File: config.mk
export PLATFORM = sky130hd
export DESIGN_NAME = iso8601_basic_to_epoch
export DESIGN_NICKNAME = d
export VERILOG_FILES = /design/src/ibe_pkg.sv /design/src/iso8601_basic_to_epoch.sv /design/src/ibe_front.sv /design/src/ibe_queue.sv /design/src/ibe_back.sv
export SDC_FILE = /design/constraint.sdc
export NUM_CORES = 2
export LEC_CHECK = 0
export BUFFER_PORTS_ARGS = -buffer_cell sky130_fd_sc_hd__buf_4
export CAP_MARGIN = 20
export CORE_UTILIZATION = 50
export CTS_CLUSTER_SIZE = 25
export DETAILED_ROUTE_END_ITERATION = 8
export GPL_TIMING_DRIVEN = 0
export PLACE_DENSITY = 0.73
export SKIP_LAST_GASP = 1
export SYNTH_ARGS = -nofsm -noshare
export SYNTH_HDL_FRONTEND = slang
export SYNTH_SLANG_ARGS = --single-unit
File: constraint.sdc
create_clock -name clk -period 9.2 [get_ports clk]
set_clock_uncertainty 0.1 [all_clocks]
set_input_delay 0.92 -clock clk [delete_from_list [all_inputs] [get_ports clk]]
set_output_delay 0.92 -clock clk [all_outputs]
set_load 0.05 [all_outputs]
File: src/ibe_pkg.sv
`timescale 1ns / 1ps
`default_nettype none

package ibe_pkg;

  // Character positions inside YYYYMMDDTHHMMSS,fffffffff
  localparam logic [4:0] YEAR_END   = 5'd3;
  localparam logic [4:0] MONTH_END  = 5'd5;
  localparam logic [4:0] DAY_END    = 5'd7;
  localparam logic [4:0] DATE_SEP   = 5'd8;
  localparam logic [4:0] HOUR_END   = 5'd10;
  localparam logic [4:0] MINUTE_END = 5'd12;
  localparam logic [4:0] SECOND_END = 5'd14;
  localparam logic [4:0] FRAC_SEP   = 5'd15;
  localparam logic [4:0] FRAC_START = 5'd16;
  localparam logic [4:0] MAX_CHARS  = 5'd25;

  localparam logic [7:0] CHAR_ZERO = 8'd48;
  localparam logic [7:0] CHAR_NINE = 8'd57;

  localparam logic [13:0] EPOCH_YEAR = 14'd1970;
  // leaps_through(1969) = 492 - 19 + 4
  localparam logic [23:0] EPOCH_LEAPS = 24'd477;

  // x / 25 for x < 4096: (x * 5243) >> 17
  localparam logic [12:0] DIV25_MUL   = 13'd5243;
  localparam int          DIV25_SHIFT = 17;

  localparam logic [29:0] NANOS_LIMIT = 30'd1000000000;

  // Snapshot of one parsed string, handed from the parser to the converter
  typedef struct packed {
    logic [13:0] year;
    logic [6:0]  month;
    logic [6:0]  day;
    logic [6:0]  hour;
    logic [6:0]  minute;
    logic [6:0]  second;
    logic [29:0] fraction;
    logic [4:0]  count;
    logic        err;
  } ibe_stamp_t;

  function automatic logic [8:0] days_before_month(input logic [3:0] month);
    logic [8:0] days;
    case (month)
      4'd2:    days = 9'd31;
      4'd3:    days = 9'd59;
      4'd4:    days = 9'd90;
      4'd5:    days = 9'd120;
      4'd6:    days = 9'd151;
      4'd7:    days = 9'd181;
      4'd8:    days = 9'd212;
      4'd9:    days = 9'd243;
      4'd10:   days = 9'd273;
      4'd11:   days = 9'd304;
      4'd12:   days = 9'd334;
      default: days = 9'd0;
    endcase
    return days;
  endfunction

  function automatic logic [26:0] pow10(input logic [3:0] k);
    logic [26:0] p;
    case (k)
      4'd1:    p = 27'd10;
      4'd2:    p = 27'd100;
      4'd3:    p = 27'd1000;
      4'd4:    p = 27'd10000;
      4'd5:    p = 27'd100000;
      4'd6:    p = 27'd1000000;
      4'd7:    p = 27'd10000000;
      4'd8:    p = 27'd100000000;
      default: p = 27'd1;
    endcase
    return p;
  endfunction

endpackage

`default_nettype wire

File: src/iso8601_basic_to_epoch.sv
`timescale 1ns / 1ps
`default_nettype none
// Result path: the last character transfer of a string passes the queue, then the
//   3-stage converter (decode/multiply, day-count, seconds output register) to m_tvalid.
// Throughput: one character per cycle while the queue is not full; a string of any length,
//   even one character, can follow in the next cycle; m_tready stalls fill the queue.
// Reset (rst, synchronous, active high): clears the parser state, empties the queue and
//   drops any result in flight.

module iso8601_basic_to_epoch import ibe_pkg::*; #(
  parameter int QUEUE_DEPTH = 4
) (
  input  wire logic        clk,
  input  wire logic        rst,
  // character stream
  input  wire logic        s_tvalid,
  output logic             s_tready,
  input  wire logic [7:0]  s_tdata,   // [7:0] char_code
  input  wire logic        s_tlast,   // last character of the string
  // result stream
  output logic             m_tvalid,
  input  wire logic        m_tready,
  output logic [71:0]      m_tdata,   // [37:0] epoch_seconds, [67:38] nanoseconds, zero pad
  output logic             m_tuser    // [0] parse_error
);

  // Parser front end: gathers digits into fields, one character per transfer.
  // On the last character it hands a complete snapshot to the queue.
  logic       take;
  logic       push;
  ibe_stamp_t stamp;

  // Queue between parser and converter; full stalls the character stream.
  logic       q_full;
  logic       q_not_empty;
  logic       pop;
  ibe_stamp_t head;

  // Converter results
  logic [37:0] epoch_seconds;
  logic [29:0] nanoseconds;
  logic        parse_error;

  assign s_tready = !q_full;
  assign take     = s_tvalid && s_tready;

  ibe_front u_front (
    .clk       (clk),
    .rst       (rst),
    .take      (take),
    .char_code (s_tdata),
    .last      (s_tlast),
    .stamp     (stamp),
    .push      (push)
  );

  ibe_queue #(
    .DEPTH (QUEUE_DEPTH)
  ) u_queue (
    .clk       (clk),
    .rst       (rst),
    .push      (push),
    .push_data (stamp),
    .pop       (pop),
    .head      (head),
    .not_empty (q_not_empty),
    .full      (q_full)
  );

  // Converter back end: fills defaults for missing fields, counts days with
  // Gregorian leap years and scales the fraction to nanoseconds.
  ibe_back u_back (
    .clk           (clk),
    .rst           (rst),
    .head          (head),
    .head_valid    (q_not_empty),
    .pop           (pop),
    .out_valid     (m_tvalid),
    .out_ready     (m_tready),
    .epoch_seconds (epoch_seconds),
    .nanoseconds   (nanoseconds),
    .parse_error   (parse_error)
  );

  // Pack the result fields, lowest field first
  assign m_tdata = {4'b0, nanoseconds, epoch_seconds};
  assign m_tuser = parse_error;

endmodule

`default_nettype wire

File: src/ibe_front.sv
`timescale 1ns / 1ps
`default_nettype none

module ibe_front import ibe_pkg::*; (
  input  wire logic       clk,
  input  wire logic       rst,
  input  wire logic       take,
  input  wire logic [7:0] char_code,
  input  wire logic       last,
  output ibe_stamp_t      stamp,
  output logic            push
);

  logic [4:0]  pos;
  logic [13:0] year;
  logic [6:0]  month, day, hour, minute, second;
  logic [29:0] fraction;
  logic        err;
  logic        field_bad;

  logic [4:0]  pos_next;
  logic [13:0] year_next;
  logic [6:0]  month_next, day_next, hour_next, minute_next, second_next;
  logic [29:0] fraction_next;
  logic        err_next;
  logic        field_bad_next;

  logic       digit;
  logic [3:0] d;
  logic       plain;

  assign digit = (char_code >= CHAR_ZERO) && (char_code <= CHAR_NINE);
  assign d     = digit ? 4'(char_code - CHAR_ZERO) : 4'd0;

  always_comb begin
    pos_next       = pos;
    year_next      = year;
    month_next     = month;
    day_next       = day;
    hour_next      = hour;
    minute_next    = minute;
    second_next    = second;
    fraction_next  = fraction;
    err_next       = err;
    field_bad_next = field_bad;
    plain          = 1'b1;
    if (take && (pos < MAX_CHARS)) begin
      // Times ten as shift-and-add, wrapping at the field width
      if (pos <= YEAR_END) begin
        year_next = {year[10:0], 3'b0} + {year[12:0], 1'b0} + 14'(d);
      end else if (pos <= MONTH_END) begin
        month_next = {month[3:0], 3'b0} + {month[5:0], 1'b0} + 7'(d);
      end else if (pos <= DAY_END) begin
        day_next = {day[3:0], 3'b0} + {day[5:0], 1'b0} + 7'(d);
      end else if ((pos == DATE_SEP) || (pos == FRAC_SEP)) begin
        plain = 1'b0;
      end else if (pos <= HOUR_END) begin
        hour_next = {hour[3:0], 3'b0} + {hour[5:0], 1'b0} + 7'(d);
      end else if (pos <= MINUTE_END) begin
        minute_next = {minute[3:0], 3'b0} + {minute[5:0], 1'b0} + 7'(d);
      end else if (pos <= SECOND_END) begin
        second_next = {second[3:0], 3'b0} + {second[5:0], 1'b0} + 7'(d);
      end else begin
        plain = 1'b0;
        fraction_next = {fraction[26:0], 3'b0} + {fraction[28:0], 1'b0} + 30'(d);
        if (!digit) begin
          err_next = 1'b1;
        end
      end
      if (plain && !digit) begin
        field_bad_next = 1'b1;
      end
      // A bad digit in a date or time field only counts once its field is complete
      if ((pos == YEAR_END) || (pos == MONTH_END) || (pos == DAY_END) ||
          (pos == HOUR_END) || (pos == MINUTE_END) || (pos == SECOND_END)) begin
        if (field_bad_next) begin
          err_next = 1'b1;
        end
        field_bad_next = 1'b0;
      end
      pos_next = pos + 5'd1;
    end
  end

  assign push = take && last;

  always_comb begin
    stamp.year     = year_next;
    stamp.month    = month_next;
    stamp.day      = day_next;
    stamp.hour     = hour_next;
    stamp.minute   = minute_next;
    stamp.second   = second_next;
    stamp.fraction = fraction_next;
    stamp.count    = pos_next;
    stamp.err      = err_next;
  end

  always_ff @(posedge clk) begin
    if (rst || push) begin
      pos       <= '0;
      year      <= '0;
      month     <= '0;
      day       <= '0;
      hour      <= '0;
      minute    <= '0;
      second    <= '0;
      fraction  <= '0;
      err       <= 1'b0;
      field_bad <= 1'b0;
    end else begin
      pos       <= pos_next;
      year      <= year_next;
      month     <= month_next;
      day       <= day_next;
      hour      <= hour_next;
      minute    <= minute_next;
      second    <= second_next;
      fraction  <= fraction_next;
      err       <= err_next;
      field_bad <= field_bad_next;
    end
  end

endmodule

`default_nettype wire

File: src/ibe_queue.sv
`timescale 1ns / 1ps
`default_nettype none

module ibe_queue import ibe_pkg::*; #(
  parameter int DEPTH = 4
) (
  input  wire logic       clk,
  input  wire logic       rst,
  input  wire logic       push,
  input  wire ibe_stamp_t push_data,
  input  wire logic       pop,
  output ibe_stamp_t      head,
  output logic            not_empty,
  output logic            full
);

  localparam int IW = (DEPTH > 1) ? $clog2(DEPTH) : 1;
  localparam int CW = $clog2(DEPTH + 1);
  localparam logic [IW-1:0] LAST_IDX = IW'(DEPTH - 1);
  localparam logic [CW-1:0] FULL_CNT = CW'(DEPTH);

  ibe_stamp_t    slots [DEPTH];
  logic [IW-1:0] wr_ptr;
  logic [IW-1:0] rd_ptr;
  logic [CW-1:0] count;

  assign not_empty = (count != '0);
  assign full      = (count == FULL_CNT);
  assign head      = slots[rd_ptr];

  always_ff @(posedge clk) begin
    if (push) begin
      slots[wr_ptr] <= push_data;
    end
  end

  always_ff @(posedge clk) begin
    if (rst) begin
      wr_ptr <= '0;
      rd_ptr <= '0;
      count  <= '0;
    end else begin
      if (push) begin
        wr_ptr <= (wr_ptr == LAST_IDX) ? '0 : wr_ptr + IW'(1);
      end
      if (pop) begin
        rd_ptr <= (rd_ptr == LAST_IDX) ? '0 : rd_ptr + IW'(1);
      end
      if (push && !pop) begin
        count <= count + CW'(1);
      end else if (pop && !push) begin
        count <= count - CW'(1);
      end
    end
  end

  a_no_overflow: assert property (@(posedge clk) disable iff (rst)
    push |-> !full)
    else $error("queue written while full");

  a_no_underflow: assert property (@(posedge clk) disable iff (rst)
    pop |-> not_empty)
    else $error("queue read while empty");

endmodule

`default_nettype wire

File: src/ibe_back.sv
`timescale 1ns / 1ps
`default_nettype none

module ibe_back import ibe_pkg::*; (
  input  wire logic        clk,
  input  wire logic        rst,
  input  wire ibe_stamp_t  head,
  input  wire logic        head_valid,
  output logic             pop,
  output logic             out_valid,
  input  wire logic        out_ready,
  output logic [37:0]      epoch_seconds,
  output logic [29:0]      nanoseconds,
  output logic             parse_error
);

  logic adv;

  // Stage 1 registers
  logic        s1_valid;
  logic [13:0] s1_year;
  logic        s1_after_epoch;
  logic [7:0]  s1_q100m1;
  logic [7:0]  s1_q400m1;
  logic [7:0]  s1_q100y;
  logic [6:0]  s1_month, s1_day, s1_hour, s1_minute, s1_second;
  logic        s1_err;
  logic [29:0] s1_nanos;

  // Stage 2 registers
  logic        s2_valid;
  logic [23:0] s2_days;
  logic [18:0] s2_hms;
  logic        s2_err;
  logic [29:0] s2_nanos;

  // Stage 1 combinational
  logic [13:0] year_sel, ym1;
  logic [6:0]  month_sel, day_sel, hour_sel, minute_sel, second_sel;
  logic        err_sel;
  logic [3:0]  scale_idx;
  logic [56:0] nanos_prod;
  logic [24:0] p100m1, p400m1, p100y;

  assign adv = !out_valid || out_ready;
  assign pop = head_valid && adv;

  always_comb begin
    year_sel   = (head.count > YEAR_END)   ? head.year   : EPOCH_YEAR;
    month_sel  = (head.count > MONTH_END)  ? head.month  : 7'd1;
    day_sel    = (head.count > DAY_END)    ? head.day    : 7'd1;
    hour_sel   = (head.count > HOUR_END)   ? head.hour   : 7'd0;
    minute_sel = (head.count > MINUTE_END) ? head.minute : 7'd0;
    second_sel = (head.count > SECOND_END) ? head.second : 7'd0;
    err_sel    = head.err || (month_sel > 7'd12) || (day_sel == 7'd0);
    // Pad missing fraction digits with zeros on the right
    scale_idx  = (head.count > FRAC_START) ? 4'(MAX_CHARS - head.count) : 4'd0;
    nanos_prod = 57'(head.fraction) * 57'(pow10(scale_idx));
    ym1        = year_sel - 14'd1;
    p100m1     = 25'(ym1[13:2]) * 25'(DIV25_MUL);
    p400m1     = 25'(ym1[13:4]) * 25'(DIV25_MUL);
    p100y      = 25'(year_sel[13:2]) * 25'(DIV25_MUL);
  end

  always_ff @(posedge clk) begin
    if (adv) begin
      s1_year        <= year_sel;
      s1_after_epoch <= year_sel > EPOCH_YEAR;
      s1_q100m1      <= p100m1[DIV25_SHIFT +: 8];
      s1_q400m1      <= p400m1[DIV25_SHIFT +: 8];
      s1_q100y       <= p100y[DIV25_SHIFT +: 8];
      s1_month       <= month_sel;
      s1_day         <= day_sel;
      s1_hour        <= hour_sel;
      s1_minute      <= minute_sel;
      s1_second      <= second_sel;
      s1_err         <= err_sel;
      s1_nanos       <= nanos_prod[29:0];
    end
  end

  // Stage 2 combinational
  logic [13:0] s1_ym1, s1_yoff;
  logic [14:0] q100y_x100;
  logic        leap;
  logic [23:0] leaps_m1;
  logic [23:0] year_days;
  logic [23:0] days;
  logic [18:0] hms;

  always_comb begin
    s1_ym1     = s1_year - 14'd1;
    s1_yoff    = s1_year - EPOCH_YEAR;
    q100y_x100 = {1'b0, s1_q100y, 6'b0} + {2'b0, s1_q100y, 5'b0} + {5'b0, s1_q100y, 2'b0};
    leap       = (s1_year[1:0] == 2'b00) &&
                 ((15'(s1_year) != q100y_x100) || (s1_q100y[1:0] == 2'b00));
    leaps_m1   = 24'(s1_ym1[13:2]) - 24'(s1_q100m1) + 24'(s1_q400m1);
    year_days  = s1_after_epoch ?
                 (24'(s1_yoff) * 24'd365 + leaps_m1 - EPOCH_LEAPS) : 24'd0;
    days       = year_days + 24'(days_before_month(s1_month[3:0]))
               + 24'((s1_month > 7'd2) && leap) + 24'(s1_day) - 24'd1;
    hms        = 19'(s1_hour) * 19'd3600 + 19'(s1_minute) * 19'd60 + 19'(s1_second);
  end

  always_ff @(posedge clk) begin
    if (adv) begin
      s2_days  <= days;
      s2_hms   <= hms;
      s2_err   <= s1_err;
      s2_nanos <= s1_nanos;
    end
  end

  // Stage 3: output register
  logic [40:0] secs;
  assign secs = 41'(s2_days) * 41'd86400 + 41'(s2_hms);

  always_ff @(posedge clk) begin
    if (adv) begin
      epoch_seconds <= s2_err ? 38'd0 : secs[37:0];
      nanoseconds   <= s2_err ? 30'd0 : s2_nanos;
      parse_error   <= s2_err;
    end
  end

  always_ff @(posedge clk) begin
    if (rst) begin
      s1_valid  <= 1'b0;
      s2_valid  <= 1'b0;
      out_valid <= 1'b0;
    end else if (adv) begin
      s1_valid  <= head_valid;
      s2_valid  <= s1_valid;
      out_valid <= s2_valid;
    end
  end

  a_nanos_range: assert property (@(posedge clk) disable iff (rst)
    (out_valid && !parse_error) |-> (nanoseconds < NANOS_LIMIT))
    else $error("nanoseconds out of range");

  a_stage_moves: assert property (@(posedge clk) disable iff (rst)
    (s2_valid && adv) |=> out_valid)
    else $error("result lost between stage 2 and output");

endmodule

`default_nettype wire

==> impl_results.md <==
* Final net count at ~7200
* WL final at 135000 um
* Mapped Cells at 5600
* Chip width at between 300 and 400 um
* WP data arrival at 9.42 ns
* Port Buffer Count at 83
* Register area share after synthesis at 32.0%
* Fillers at 10100
* Final setup viols at 0
* Crit end category: register
* Num ports at approximately 90
* Drt wl/cell at 17.9 um
* Syn Area/Cell at 11.0 um2
* Multi-input gate area at 37900 um2
* Proportion of layout cells with a drive suffix above 1 at between 10% and 20%
* Final max-slew violation count at 0
* CTS Hold Bufs at 0
* Later-pin clock latency in the skew report at 0.69 ns
* Delay-heaviest family, CP: adder cells
* Vias at between 40000 and 50000
* Antenna Nets Post-Route at 0
* Startpoint class of the critical path: register
* Die Area at approximately 120000 um2
* Number of synthesized flops with an enable pin at 586
* DIE HEIGHT at approximately 350 um
* Max Root-Sink Buffers at 3
* HPWL Detailed at between 100000 and 150000 um
* Fmax at between 0.1 and 0.15 GHz
* Main synth FF type: edfxtp_1
* DRC violations left at 0
* Largest net degree at the start of global routing at roughly 130
* Yosys cell types at 84
* Register bit total from synthesis at about 690
* First-pass GRT wire length at approximately 220000 um
* Clock tree sinks at 693
* CP Max Fanout at 8
* Initial Util at approximately half
* Core box area at roughly 120000 um2
* Synth warn at 0
* Total congestion overflow at 0
* Hold Startpoint: u_back.s1_nanos[15]
* Final Hold Fails at 0
* Least-Margin Pin Slew at 1.16 ns
* Hold Path Class: reg -> reg
* Asr flop ratio synth at 0%
* ANT cells at 0
* Status: finished, final reports clean
* Critical path class: reg -> reg
* Post-Synthesis Cell Area at between 60000 and 70000 um2
* Critical Path Most Common Cell: xnor2_1
* Clock root buffer: clkbuf_16
* Relative slew slack at between 20 and 25%
* Clock slew at reported path FFs at about 0.06 ns
* CTS Buf Count at 75
* Number of buffers and inverters on the critical path at 6
* CTS tree: yes
* FF/Latch Area at roughly 20000 um2
* GPL Wtd Cong at ~0.95
* H-tree Lvls at 3
* Via/cell ratio at approximately 5.4
* DRT Pass-1 Iters at 7
* Crit-path max cell delay at about 0.66 ns
* Slowest-stage cell, CP: mux4_2
* Area growth, synth to finish at 10.9%
* Number of global-route vias before repair at approximately 40000
* Tcrit/Tclk final at between 90% and 100%
* WP data required at between 9 and 10 ns
* Rows at 128
* Initial antenna violation count at 0
* DR iter-0 viols at 2493
* RSZ-0062 raised after global routing: yes
* Total GRT Usage at a little over a fifth
* Max cap viols at 0
* Post-route minimum period at 9.11 ns
* Final Util at 56.1%
==> final cells by class <==
cell class | count | area share [%]
clock inverter | 38 | 0.602
multi-input combinational | 3681 | 55.4
clock buffer | 99 | 3.01
buffer | 149 | 1.30
sequential | 693 | 28.9
inverter | 1071 | 5.90
tap | 1625 | 2.97
timing repair buffer | 164 | 1.99
==> kinds of logic after synthesis <==
group           count (synthesis)  share of synthesized area (%)
fa+ha+maj                    1399                           35.9
flops                         693                           32.0
other cells                     1                        0.00608
mux                           128                           3.86
simple gates                 1183                           9.27
buf+inv                      1229                           7.58
compound gates                640                           6.67
xor+xnor                      327                           4.70
==> worst register-to-register path, delay by kind of cell (launching register included) <==
kind            cells  cell delay (ns)
fa+ha+maj           8             3.79
xor+xnor           11             2.08
buf+inv             6             0.67
mux                 1             0.67
simple gates        5             0.69
flops               1             0.33
compound gates      1             0.48
==> repair_timing <==
action                                  4_1_cts  5_1_grt
buffers inserted                             33       39
gates resized for setup                     149      119
endpoints found under the hold margin         0        0
pin swaps                                    26       46
endpoints found under the setup margin       44       26
==> routing by layer <==
metal | routed length (um) | part of all wire [%] | GRT usage (%)
met1 | 57300 | 43 | 28.7
met5 | 0 | 0 | 0
met2 | 66500 | 49 | 37.1
met4 | 3510 | 2.6 | 6.69
met3 | 7470 | 5.5 | 3.02
==> per-stage QoR <==
stage	hold WS, ns	instances	worst slack [ns]	area (um2)	TNS (ns)
3_3_place_gp	0.302	7311	-2.11	64400	-44.24
3_5_place_dp	0.305	7320	-2.23	64600	-48.91
2_1_floorplan	0.300	5603	0.0574	61700	0
4_1_cts	0.317	7484	-0.0123	67700	-0.0123
5_1_grt	0.324	7520	-0.292	68400	-0.550
6_report	0.316	7520	0.0884	68400	0
==> Yosys cell counts, types with 13 or more instances <==
master    instances  area, um2
edfxtp_1        586      17600
o21a_1           31        233
nand3_1          36        180
a211oi_1         21        158
o21bai_1         42        315
nand2b_1         31        194
mux2i_1          15        150
or3_1            17        106
nand2_1         491       1840
or2_2            17        106
nor3_1           57        285
ha_1            779       9750
nand4_1          24        150
a21oi_1         185        926
a21o_1           87        653
xnor2_1         233       2040
and2_1          115        719
nor2b_1         137        857
nor2_1          179        672
dfxtp_1         107       2140
xor2_1           91        797
o31ai_1          13       97.6
clkbuf_1        129        484
inv_1          1069       4010
mux4_2           85       1910
a31oi_1          22        138
mux2_2           28        315
o21ai_0         136        681
and3_1           24        150
fa_1            620      12400
==> final timing paths <==
| check | cells past startpoint | endpoint | slack (ns) |
|---|---|---|---|
| max | 32 | u_back.s1_nanos[29] | 0.09 |
| min | 0 | u_back.s2_nanos[15] | 0.32 |
| max reg2reg | 32 | u_back.s1_nanos[29] | 0.09 |
| min reg2reg | 0 | u_back.s2_nanos[15] | 0.32 |
==> cell usage in the layout (no fill, tap or decap), types with 95 or more instances in the layout <==
| cell type | count |
|---|---|
| clkbuf_1 | 95 |
| nor2_1 | 175 |
| inv_1 | 1055 |
| edfxtp_1 | 586 |
| xnor2_1 | 224 |
| nor2b_1 | 133 |
| and2_1 | 111 |
| nand2_1 | 483 |
| dfxtp_1 | 106 |
| fa_1 | 613 |
| a21oi_1 | 178 |
| ha_1 | 762 |
| o21ai_0 | 126 |
| buf_4 | 164 |
==> registers in the layout, indices dropped and copies added (netlist names), 7 cells and up, named ones only <==
| register | flops |
|---|---|
| u_back.nanoseconds | 30 |
| u_back.s2_nanos | 30 |
| u_back.s1_minute | 7 |
| u_back.s2_days | 24 |
| u_front.year | 14 |
| u_front.second | 7 |
| u_front.fraction | 30 |
| u_back.s1_second | 7 |
| u_back.s1_month | 7 |
| u_front.hour | 7 |
| u_front.minute | 7 |
| u_front.month | 7 |
| u_back.s1_nanos | 30 |
| u_queue.slots | 340 |
| u_back.s1_hour | 7 |
| u_back.s1_q100m1 | 8 |
| u_back.s2_hms | 19 |
| u_back.s1_day | 7 |
| u_back.epoch_seconds | 38 |
| u_back.s1_year | 14 |
| u_front.day | 7 |
| u_back.s1_q100y | 8 |
Power is not shown: default switching activity piles up to over one toggle a cycle in this logic, so the estimate is an artifact.
